--- src/rtl/wgm_pkg.sv ---
// Shared constants for the wildcard glob matcher.
// No dependencies.
package wgm_pkg;

  localparam int PATTERN_CHARS_DEF = 64;
  localparam int NREGS             = 8;
  localparam int CFG_IDX_W         = 3;
  localparam int CFG_DATA_W        = 64;
  localparam logic [7:0] STAR_CHAR  = 8'h2A;
  localparam logic [7:0] QMARK_CHAR = 8'h3F;

endpackage

--- src/rtl/wildcard_glob_matcher_core.sv ---
// Wildcard glob matcher top level: active-position update, verdict and
// output skid stage. Depends on wgm_pkg, wgm_pattern and wgm_close.
//
//   channel  dir  payload                                   transaction
//   s_*      in   tdata[7:0] text_byte, tuser has_byte,     one string byte
//                 tlast string_end
//   m_*      out  tdata[0] matched, [7:1] zero              one verdict
//   cfg_*    in   index 0..7, data 64 bit pattern word      one register write
//
// One byte per cycle while s_tready is high; the position update and
// closure sit in one register stage; the verdict is registered at the output.
// Reset is synchronous: pattern cleared, position zero active, no result.
// A stalled verdict moves to a one-entry skid; s_tready drops only while
// the skid holds a verdict. cfg_ready is always high.
module wildcard_glob_matcher_core
  import wgm_pkg::*;
#(
  parameter int PATTERN_CHARS = PATTERN_CHARS_DEF
) (
  input  logic                  clk,
  input  logic                  rst,
  input  logic                  s_tvalid,
  output logic                  s_tready,
  input  logic [7:0]            s_tdata,   // [7:0] text_byte
  input  logic                  s_tuser,   // [0] has_byte
  input  logic                  s_tlast,   // string_end
  output logic                  m_tvalid,
  input  logic                  m_tready,
  output logic [7:0]            m_tdata,   // [0] matched, [7:1] zero
  input  logic                  cfg_valid,
  output logic                  cfg_ready,
  input  logic [CFG_IDX_W-1:0]  cfg_index,
  input  logic [CFG_DATA_W-1:0] cfg_data
);

  localparam int NPOS = PATTERN_CHARS + 1;

  logic [PATTERN_CHARS-1:0][7:0] pat_byte;
  logic [PATTERN_CHARS-1:0]      is_star;
  logic [PATTERN_CHARS-1:0]      is_qmark;
  logic [PATTERN_CHARS-1:0]      in_pat;
  logic [NPOS-1:0]               end_pos;

  logic [NPOS-1:0]          active;
  logic [NPOS-1:0]          active_next;
  logic [PATTERN_CHARS-1:0] star_mask;
  logic [PATTERN_CHARS-1:0] step_ok;
  logic [PATTERN_CHARS-1:0] stay_ok;
  logic [NPOS-1:0]          clos_in;
  logic [NPOS-1:0]          moved;
  logic [NPOS-1:0]          after;
  logic [NPOS-1:0]          clos_out;
  logic                     verdict;
  logic                     accept;
  logic                     produce;

  logic skid_valid;
  logic skid_matched;
  logic out_matched;

  assign cfg_ready = 1'b1;

  wgm_pattern #(.PATTERN_CHARS(PATTERN_CHARS)) u_pattern (
    .clk      (clk),
    .rst      (rst),
    .cfg_valid(cfg_valid),
    .cfg_index(cfg_index),
    .cfg_data (cfg_data),
    .pat_byte (pat_byte),
    .is_star  (is_star),
    .is_qmark (is_qmark),
    .in_pat   (in_pat),
    .end_pos  (end_pos)
  );

  assign star_mask = is_star & in_pat;

  for (genvar i = 0; i < PATTERN_CHARS; i++) begin : g_cmp
    assign stay_ok[i] = star_mask[i];
    assign step_ok[i] = in_pat[i] && !is_star[i] &&
                        (is_qmark[i] || (pat_byte[i] == s_tdata));
  end

  wgm_close #(.NPOS(NPOS)) u_close_in (
    .act (active),
    .star(star_mask),
    .clos(clos_in)
  );

  for (genvar j = 0; j < NPOS; j++) begin : g_move
    if (j == 0) begin : g_first
      assign moved[j] = clos_in[j] & stay_ok[j];
    end else if (j == PATTERN_CHARS) begin : g_last
      assign moved[j] = clos_in[j-1] & step_ok[j-1];
    end else begin : g_mid
      assign moved[j] = (clos_in[j] & stay_ok[j]) | (clos_in[j-1] & step_ok[j-1]);
    end
  end

  assign after = s_tuser ? moved : active;

  wgm_close #(.NPOS(NPOS)) u_close_out (
    .act (after),
    .star(star_mask),
    .clos(clos_out)
  );

  assign verdict  = |(clos_out & end_pos);
  assign s_tready = !skid_valid;
  assign accept   = s_tvalid && s_tready;
  assign produce  = accept && s_tlast;

  always_comb begin
    active_next = active;
    if (accept) begin
      active_next = s_tlast ? NPOS'(1) : after;
    end
  end

  always_ff @(posedge clk) begin
    if (rst) begin
      active <= NPOS'(1);
    end else begin
      active <= active_next;
    end
  end

  // Output register with one-entry skid.
  always_ff @(posedge clk) begin
    if (rst) begin
      m_tvalid   <= 1'b0;
      skid_valid <= 1'b0;
    end else if (m_tready || !m_tvalid) begin
      if (skid_valid) begin
        m_tvalid   <= 1'b1;
        skid_valid <= 1'b0;
      end else begin
        m_tvalid <= produce;
      end
    end else if (produce) begin
      skid_valid <= 1'b1;
    end
  end

  always_ff @(posedge clk) begin
    if (m_tready || !m_tvalid) begin
      out_matched <= skid_valid ? skid_matched : verdict;
    end
    if (!(m_tready || !m_tvalid) && produce) begin
      skid_matched <= verdict;
    end
  end

  assign m_tdata = {7'b0, out_matched};

endmodule

--- src/rtl/wgm_pattern.sv ---
// Pattern store: byte registers written by the config channel, plus per-byte
// star, question-mark and in-pattern flags. Depends on wgm_pkg.
module wgm_pattern
  import wgm_pkg::*;
#(
  parameter int PATTERN_CHARS = PATTERN_CHARS_DEF
) (
  input  logic                                clk,
  input  logic                                rst,
  input  logic                                cfg_valid,
  input  logic [CFG_IDX_W-1:0]                cfg_index,
  input  logic [CFG_DATA_W-1:0]               cfg_data,
  output logic [PATTERN_CHARS-1:0][7:0]       pat_byte,
  output logic [PATTERN_CHARS-1:0]            is_star,
  output logic [PATTERN_CHARS-1:0]            is_qmark,
  output logic [PATTERN_CHARS-1:0]            in_pat,
  output logic [PATTERN_CHARS:0]              end_pos
);

  logic [PATTERN_CHARS-1:0][7:0] byte_next;
  logic [PATTERN_CHARS-1:0]      nz_next;
  logic [PATTERN_CHARS-1:0]      in_pat_next;

  for (genvar i = 0; i < PATTERN_CHARS; i++) begin : g_byte
    localparam int WORD = i / 8;
    localparam int LANE = i % 8;
    always_comb begin
      byte_next[i] = pat_byte[i];
      if (cfg_valid && (cfg_index == CFG_IDX_W'(WORD))) begin
        byte_next[i] = cfg_data[LANE*8 +: 8];
      end
    end
    assign nz_next[i]     = (byte_next[i] != 8'h00);
    assign in_pat_next[i] = &nz_next[i:0];

    always_ff @(posedge clk) begin
      if (rst) begin
        pat_byte[i] <= 8'h00;
        is_star[i]  <= 1'b0;
        is_qmark[i] <= 1'b0;
        in_pat[i]   <= 1'b0;
      end else begin
        pat_byte[i] <= byte_next[i];
        is_star[i]  <= (byte_next[i] == STAR_CHAR);
        is_qmark[i] <= (byte_next[i] == QMARK_CHAR);
        in_pat[i]   <= in_pat_next[i];
      end
    end
  end

  // One-hot marker of the pattern length.
  for (genvar j = 0; j <= PATTERN_CHARS; j++) begin : g_end
    if (j == 0) begin : g_first
      assign end_pos[j] = !in_pat[0];
    end else if (j == PATTERN_CHARS) begin : g_last
      assign end_pos[j] = in_pat[j-1];
    end else begin : g_mid
      assign end_pos[j] = in_pat[j-1] && !in_pat[j];
    end
  end

endmodule

--- src/rtl/wgm_close.sv ---
// Star closure over the active position vector, as a parallel prefix:
// a position on a star also activates the one after it. No dependencies.
module wgm_close #(
  parameter int NPOS = 65
) (
  input  logic [NPOS-1:0] act,
  input  logic [NPOS-2:0] star,
  output logic [NPOS-1:0] clos
);

  localparam int LEVELS = $clog2(NPOS);

  logic [NPOS-1:0] gen [LEVELS+1];
  logic [NPOS-1:0] prop [LEVELS];

  assign gen[0]  = act;
  assign prop[0] = {star, 1'b0};

  for (genvar l = 1; l <= LEVELS; l++) begin : g_lvl
    localparam int D = 1 << (l - 1);
    for (genvar j = 0; j < NPOS; j++) begin : g_pos
      if (j >= D) begin : g_span
        assign gen[l][j] = gen[l-1][j] | (prop[l-1][j] & gen[l-1][j-D]);
        if (l < LEVELS) begin : g_p
          assign prop[l][j] = prop[l-1][j] & prop[l-1][j-D];
        end
      end else begin : g_pass
        assign gen[l][j] = gen[l-1][j];
        if (l < LEVELS) begin : g_p
          assign prop[l][j] = prop[l-1][j];
        end
      end
    end
  end

  assign clos = gen[LEVELS];

endmodule

--- config.mk ---
export PLATFORM = sky130hd
export DESIGN_NAME = wildcard_glob_matcher_core
export DESIGN_NICKNAME = d
export VERILOG_FILES = /design/src/rtl/wgm_pkg.sv /design/src/rtl/wildcard_glob_matcher_core.sv /design/src/rtl/wgm_pattern.sv /design/src/rtl/wgm_close.sv
export SDC_FILE = /design/constraint.sdc
export NUM_CORES = 2
export LEC_CHECK = 0
export BUFFER_PORTS_ARGS = -buffer_cell sky130_fd_sc_hd__buf_2
export CAP_MARGIN = 20
export CELL_PAD_IN_SITES_DETAIL_PLACEMENT = 1
export CELL_PAD_IN_SITES_GLOBAL_PLACEMENT = 2
export CORE_MARGIN = 2
export CORE_UTILIZATION = 37
export CTS_CLUSTER_DIAMETER = 100
export DETAILED_ROUTE_END_ITERATION = 6
export PLACE_DENSITY_LB_ADDON = 0.08
export SLEW_MARGIN = 25
export SYNTH_ARGS = -nofsm -noshare
export SYNTH_HDL_FRONTEND = slang
export SYNTH_SLANG_ARGS = --single-unit
--- constraint.sdc ---
create_clock -name clk -period 7.28 [get_ports clk]
set_input_delay 1.092 -clock clk [delete_from_list [all_inputs] [get_ports clk]]
set_output_delay 1.092 -clock clk [all_outputs]
set_load 0.1 [all_outputs]
; Word-level counts from Yosys, hierarchy flattened
; Cells that the tools add are included.
[classes]
n_eq_ne = 199
muxes = 68
n_bitwise = 1754
n_reduce_logical = 528
[ops]
columns = op, count
row1 = bitwise AND 1 bit, 1040
row2 = equality test 8 x 6 -> 1 bit (second input constant), 128
row3 = OR 1 bit, 712
row4 = equality test 8 bit, 64
row5 = 2-to-1 mux 8 bit, 64
row6 = nonzero test 8 bit, 64
row7 = logical AND 1 bit, 202
row8 = logical NOT 1 bit, 131
row9 = 2-to-1 mux 65 bit, 2
row10 = bitwise AND 65 bit, 1
row11 = logical OR 1 bit, 65
row12 = OR reduction 65 bit, 1
row13 = bitwise AND 64 bit, 1
row14 = AND reduction 64 bit, 1
row15 = AND reduction 63 bit, 1
row16 = AND reduction 62 bit, 1
row17 = AND reduction 61 bit, 1
row18 = AND reduction 60 bit, 1
row19 = AND reduction 59 bit, 1
row20 = AND reduction 58 bit, 1
row21 = AND reduction 57 bit, 1
row22 = AND reduction 56 bit, 1
row23 = AND reduction 55 bit, 1
row24 = AND reduction 54 bit, 1
row25 = other kinds (58), 63
[word_totals]
ff_bits = 773
inputBits = 82

; Logic depth before layout (Yosys ltp)
[logic_depth]
depth_word = 32
depth_mapped = 20
mapped_depth_nobuf = 15

; By module
; Synthesis repeated with hierarchy kept, for this count alone.
[hier_totals]
cells_unflattened = 5777
area_unflattened_um2 = 42858.6
[by_module_without_submodules]
columns = module, instances, cells_each, area_each_um2
row1 = wgm_pattern, 1, 3636, 27950.6
row2 = wildcard_glob_matcher_core, 1, 1439, 10896.7
row3 = wgm_close, 2, 351, 2005.7

; Worst setup path after synthesis
; No wires, ideal clock.
[synth_path]
path_type = input-to-reg
startpoint = input port s_tdata[6]
endpoint = register out_matched (data pin)
setup_ns = 0.259
arrival_time_ns = 5.223
path_slack_ns = 1.799
stages = 19
path_buffers = 5
cell_sequence = buf_2 -> buf_1 -> buf_1 -> buf_2 -> buf_1 -> xor2_1 -> nor4_1 -> a21oi_1 -> o21ai_0 -> o41ai_1 -> o21a_1 -> a2bb2oi_1 -> nor2_1 -> a211oi_1 -> o311ai_0 -> o21a_1 -> a2111oi_0 -> nand4_1 -> o31a_1
[synth_between]
elab_chain_len = 22
[synth_rtl]
columns = item, line_no
row1 = "start, declared", wildcard_glob_matcher_core.sv:24  ; input logic [7:0] s_tdata,
row2 = equality test 8 bit, wildcard_glob_matcher_core.sv:81  ; (is_qmark[i] || (pat_byte[i] == s_tdata));
row3 = logical OR 1 bit, wildcard_glob_matcher_core.sv:81
row4 = logical AND 1 bit, wildcard_glob_matcher_core.sv:80  ; assign step_ok[i] = in_pat[i] && !is_star[i] &&
row5 = bitwise AND 1 bit, wildcard_glob_matcher_core.sv:96  ; assign moved[j] = (clos_in[j] & stay_ok[j]) | (clos_in[j-1] & step_ok[j-1]);
row6 = OR 1 bit, wildcard_glob_matcher_core.sv:96
row7 = 2-to-1 mux 65 bit *, wildcard_glob_matcher_core.sv:100  ; assign after = s_tuser ? moved : active;
row8 = bitwise AND 1 bit, wgm_close.sv:23  ; assign gen[l][j] = gen[l-1][j] | (prop[l-1][j] & gen[l-1][j-D]);
row9 = OR 1 bit, wgm_close.sv:23
row10 = (+5 left out), --
row11 = OR 1 bit, wgm_close.sv:23
row12 = bitwise AND 1 bit, wgm_close.sv:23
row13 = OR 1 bit, wgm_close.sv:23
row14 = bitwise AND 1 bit, wgm_close.sv:23
row15 = OR 1 bit (2 in a row), wgm_close.sv:23
row16 = bitwise AND 65 bit *, wildcard_glob_matcher_core.sv:108  ; assign verdict = |(clos_out & end_pos);
row17 = OR reduction 65 bit *, wildcard_glob_matcher_core.sv:108
row18 = 2-to-1 mux 1 bit *, wildcard_glob_matcher_core.sv:147  ; out_matched <= skid_valid ? skid_matched : verdict;
row19 = "end signal, assigned", wildcard_glob_matcher_core.sv:147
row20 = "end, declared", wildcard_glob_matcher_core.sv:59  ; logic out_matched;
; Every way passes the cells marked *; elsewhere a longest branch is shown, timed or not.
; A chain may end at the register's enable or synchronous reset.

; Worst setup path after layout
[layout_path]
startpoint = input port s_tdata[7]
endpoint = register out_matched (data pin)
; The elaborated chain is that of the path after synthesis.

==> results.txt <==
Tcrit/Tclk final: 0.928
Max-cap viol count: 0
Final hold violation count: 0
Mux contribution to synthesized area: 0.00305
Xor/xnor cell area share of the yosys netlist: 0.0977
DP HPWL: 208000 um
Clock power frac: 0.472
Ports: 93
Final setup vio count: 0
Worst VDD drop: 0.203 mV
Number of synthesized flops with an enable pin: 2
Final Max Tran Viols: 0
Iteration-0 DRC Markers: 5420
Ys Warns: 0
Synthesized cell area: 45900 sq um
Drt total wl: 273000 um
Tmin final: 6.76 ns
Slew HR: 0.166
Sequential Power Share: 0.408
Max Clock Freq: 148 MHz
Post-DR vias/cell: 6.36
Setup crit end kind: register
GR Util met3: 0.0901
Antenna viol nets, final: 0
Post-synth cell types: 99
GRT met2 Usage: 0.646
Sw Ratio: 0.296
Area delta synth->final: 14.9%
Combinational power share: 0.121
Drt wl/cell: 33.6 um
Port Buf Inserts: 84
Met1 usage in global routing: 0.529
Fill count: 15300
Leak pwr: 19.0 nW
Hold_buf cts: 0
Pin count of the biggest net entering global routing: 146
Sequential element share of the synthesized area: 0.338
Worst-path clk slew: 0.06 ns
Share of synthesized registers carrying an async set or reset: 0
H-tree lvl count: 3
Root buffer cell: clkbuf_16
Primary FF master, synth: dfxtp_1
First-pass GRT wire length: 384000 um
Nets: 6457
Reg area: 15500 sq um
Total gr overflow: 0
Cell Int Power: 0.00758 W
Share of layout cells above drive strength 1: 0.0996
CTS sink count: 773
Busiest grt layer: met2
CP max FO: 17
Simple-gate share of the synthesized area: 0.291
Setup Skew: 0.0470 ns
DR pass1 iterations: 7
Total track usage: 0.418
Setup bufs post-CTS: 0
Adder-cell share of the synthesized area: 0
CTS tree: done
Largest family of logic cells by synthesized area: simple AND/OR/NAND/NOR gates
Number of global-route vias before repair: 50400
Vias: 51600
CTS Buf Count: 95
Multi-input combinational cell area: 28500 sq um
Routability cong.: 1.08
Status: complete, no violations
Die height: 356 um
RSZ-0062 raised after global routing: no
Clk buf depth: 3
Crit path DAT: 7.24 ns
Net Switching: 0.00319 W
Finished Layout Cells: 8109
# rows: 129
Initial antenna violation count: 31
Number of remaining DRC errors: 0
Pwr/cell area: 204 nW/um^2
Critical path type: in -> reg
Synth Register Bits: 773
Core box area: 123000 sq um
Compound-Gate Fraction of Synth Area: 0.224
Hold WC Path Type: reg -> reg
Worst-margin pin slew: 1.24 ns
Die area: 127000 sq um
Starting density of the core: 0.372
CTS resizes: 0
Mapped Avg Cell Area: 7.23 sq um
Worst EP required: 7.76 ns
Critical path launch point type: primary input
Mapped Cells: 6350
Die Span X: 356 um
Setup TNS: 0 ns
Worst skew pair latency: 0.75 ns
Dpl cells: 7915
## layout make-up
class | count | share of cell area
clock buffers | 138 | 0.0537
diodes | 18 | 0.000854
repair buffers | 383 | 0.0580
inverters | 78 | 0.00558
clock inverters | 38 | 0.00892
flip-flops and latches | 773 | 0.294
well taps | 1637 | 0.0388
multi-input cells | 5044 | 0.540
## flip-flops by register name, indices dropped and copies added (netlist names)
name / flops
skid_valid: 1
u_pattern.is_star: 64
skid_matched: 1
u_pattern.pat_byte: 512
u_pattern.end_pos: 1
u_pattern.in_pat: 63
active: 65
out_matched: 1
m_tvalid: 1
u_pattern.is_qmark: 64
## final timing paths
kind / startpoint / end / slack, ns / cells after the start
hold / removal: u_pattern.pat_byte[359] / u_pattern.pat_byte[359] / 0.48 / 2
setup / recovery: s_tdata[7] / out_matched / 0.52 / 19
hold reg to reg: u_pattern.pat_byte[359] / u_pattern.pat_byte[359] / 0.48 / 2
setup reg to reg: u_pattern.in_pat[10] / out_matched / 0.66 / 16
## power by group through the flow
stage | sequential (W) | clock, W | combinational [W]
6_report | 0.00439 | 0.00508 | 0.00130
5_1_grt | 0.00440 | 0.00529 | 0.00135
4_1_cts | 0.00439 | 0.00513 | 0.00127
3_5_place_dp | 0.00448 | 0 | 0.00126
3_3_place_gp | 0.00448 | 0 | 0.00125
2_1_floorplan | 0.00445 | 0 | 0.000691
## logic make-up after synthesis
group	Yosys count
mux	14
buf+inv	539
other cells	2
flops	773
compound gates	1674
simple gates	2836
xor+xnor	512
## synth_stat cells (99+ instances only)
master,count,share of area
nand2_1,1277,0.10
a31oi_1,99,0.013
nand3_1,152,0.017
o21ai_0,210,0.023
nor3_1,205,0.022
xor2_1,508,0.097
nand4_1,177,0.024
nor2_1,430,0.035
clkbuf_1,311,0.025
a21oi_1,800,0.087
dfxtp_1,771,0.34
nor4_1,233,0.032
## cells in the final DEF (no fill, tap or decap), types with 18 or more instances in the layout
cell	count
a22oi_1	49
nand3_1	151
nor2_1	426
o21bai_1	23
diode_2	18
nand2b_1	28
inv_1	76
a31oi_1	99
nand2_1	1275
a21oi_1	799
and3_1	31
o31ai_1	38
nor2b_1	62
o211ai_1	37
a211oi_1	60
and2_1	67
o22ai_1	20
or4_1	22
buf_12	29
or3_1	23
nor3_1	194
clkbuf_16	96
o21a_1	26
clkbuf_8	27
or2_2	25
a311oi_1	29
dfxtp_1	771
o21ai_0	208
clkinv_2	20
buf_2	74
nor4_1	232
nor3b_1	29
a21o_1	23
xor2_1	508
nand4_1	177
buf_4	279
a21boi_0	57
## stage by stage
stage | setup WS, ns | hold slack, ns | utilization | total power, W | cell area (sq um)
2_1_floorplan | 1.80 | 0.452 | - | 0.00514 | 45900
3_3_place_gp | 0.229 | 0.466 | 0.400 | 0.00573 | 49300
3_5_place_dp | 0.0397 | 0.475 | 0.400 | 0.00574 | 49400
4_1_cts | 0.801 | 0.483 | 0.427 | 0.0108 | 52700
5_1_grt | 0.441 | 0.509 | 0.427 | 0.0110 | 52700
6_report | 0.523 | 0.484 | 0.427 | 0.0108 | 52700
## per-layer routing
| metal | routed length, um | part of all wire | vias to the layer above |
|---|---|---|---|
| met5 | 96 | 0.00035 | - |
| li1 | - | - | 22700 |
| met1 | 112000 | 0.41 | 25900 |
| met3 | 21600 | 0.079 | 707 |
| met4 | 20300 | 0.075 | 14 |
| met2 | 119000 | 0.44 | 2245 |
## critical path, cell delays in order
cell       delay, ns
buf_4           0.41
buf_4           0.40
xor2_1          0.20
nor4_1          0.09
a211oi_1        0.63
buf_4           0.25
o32ai_1         0.13
a31oi_1         0.30
o311ai_0        0.24
a221oi_1        0.65
a31oi_1         0.43
o31a_1          0.35
a221oi_1        0.31
o311ai_0        0.22
or4_1           0.49
a2111oi_0       0.36
nand4_1         0.18
buf_4           0.20
o31a_1          0.27
Note: power is estimated with default switching activity, not from simulation.
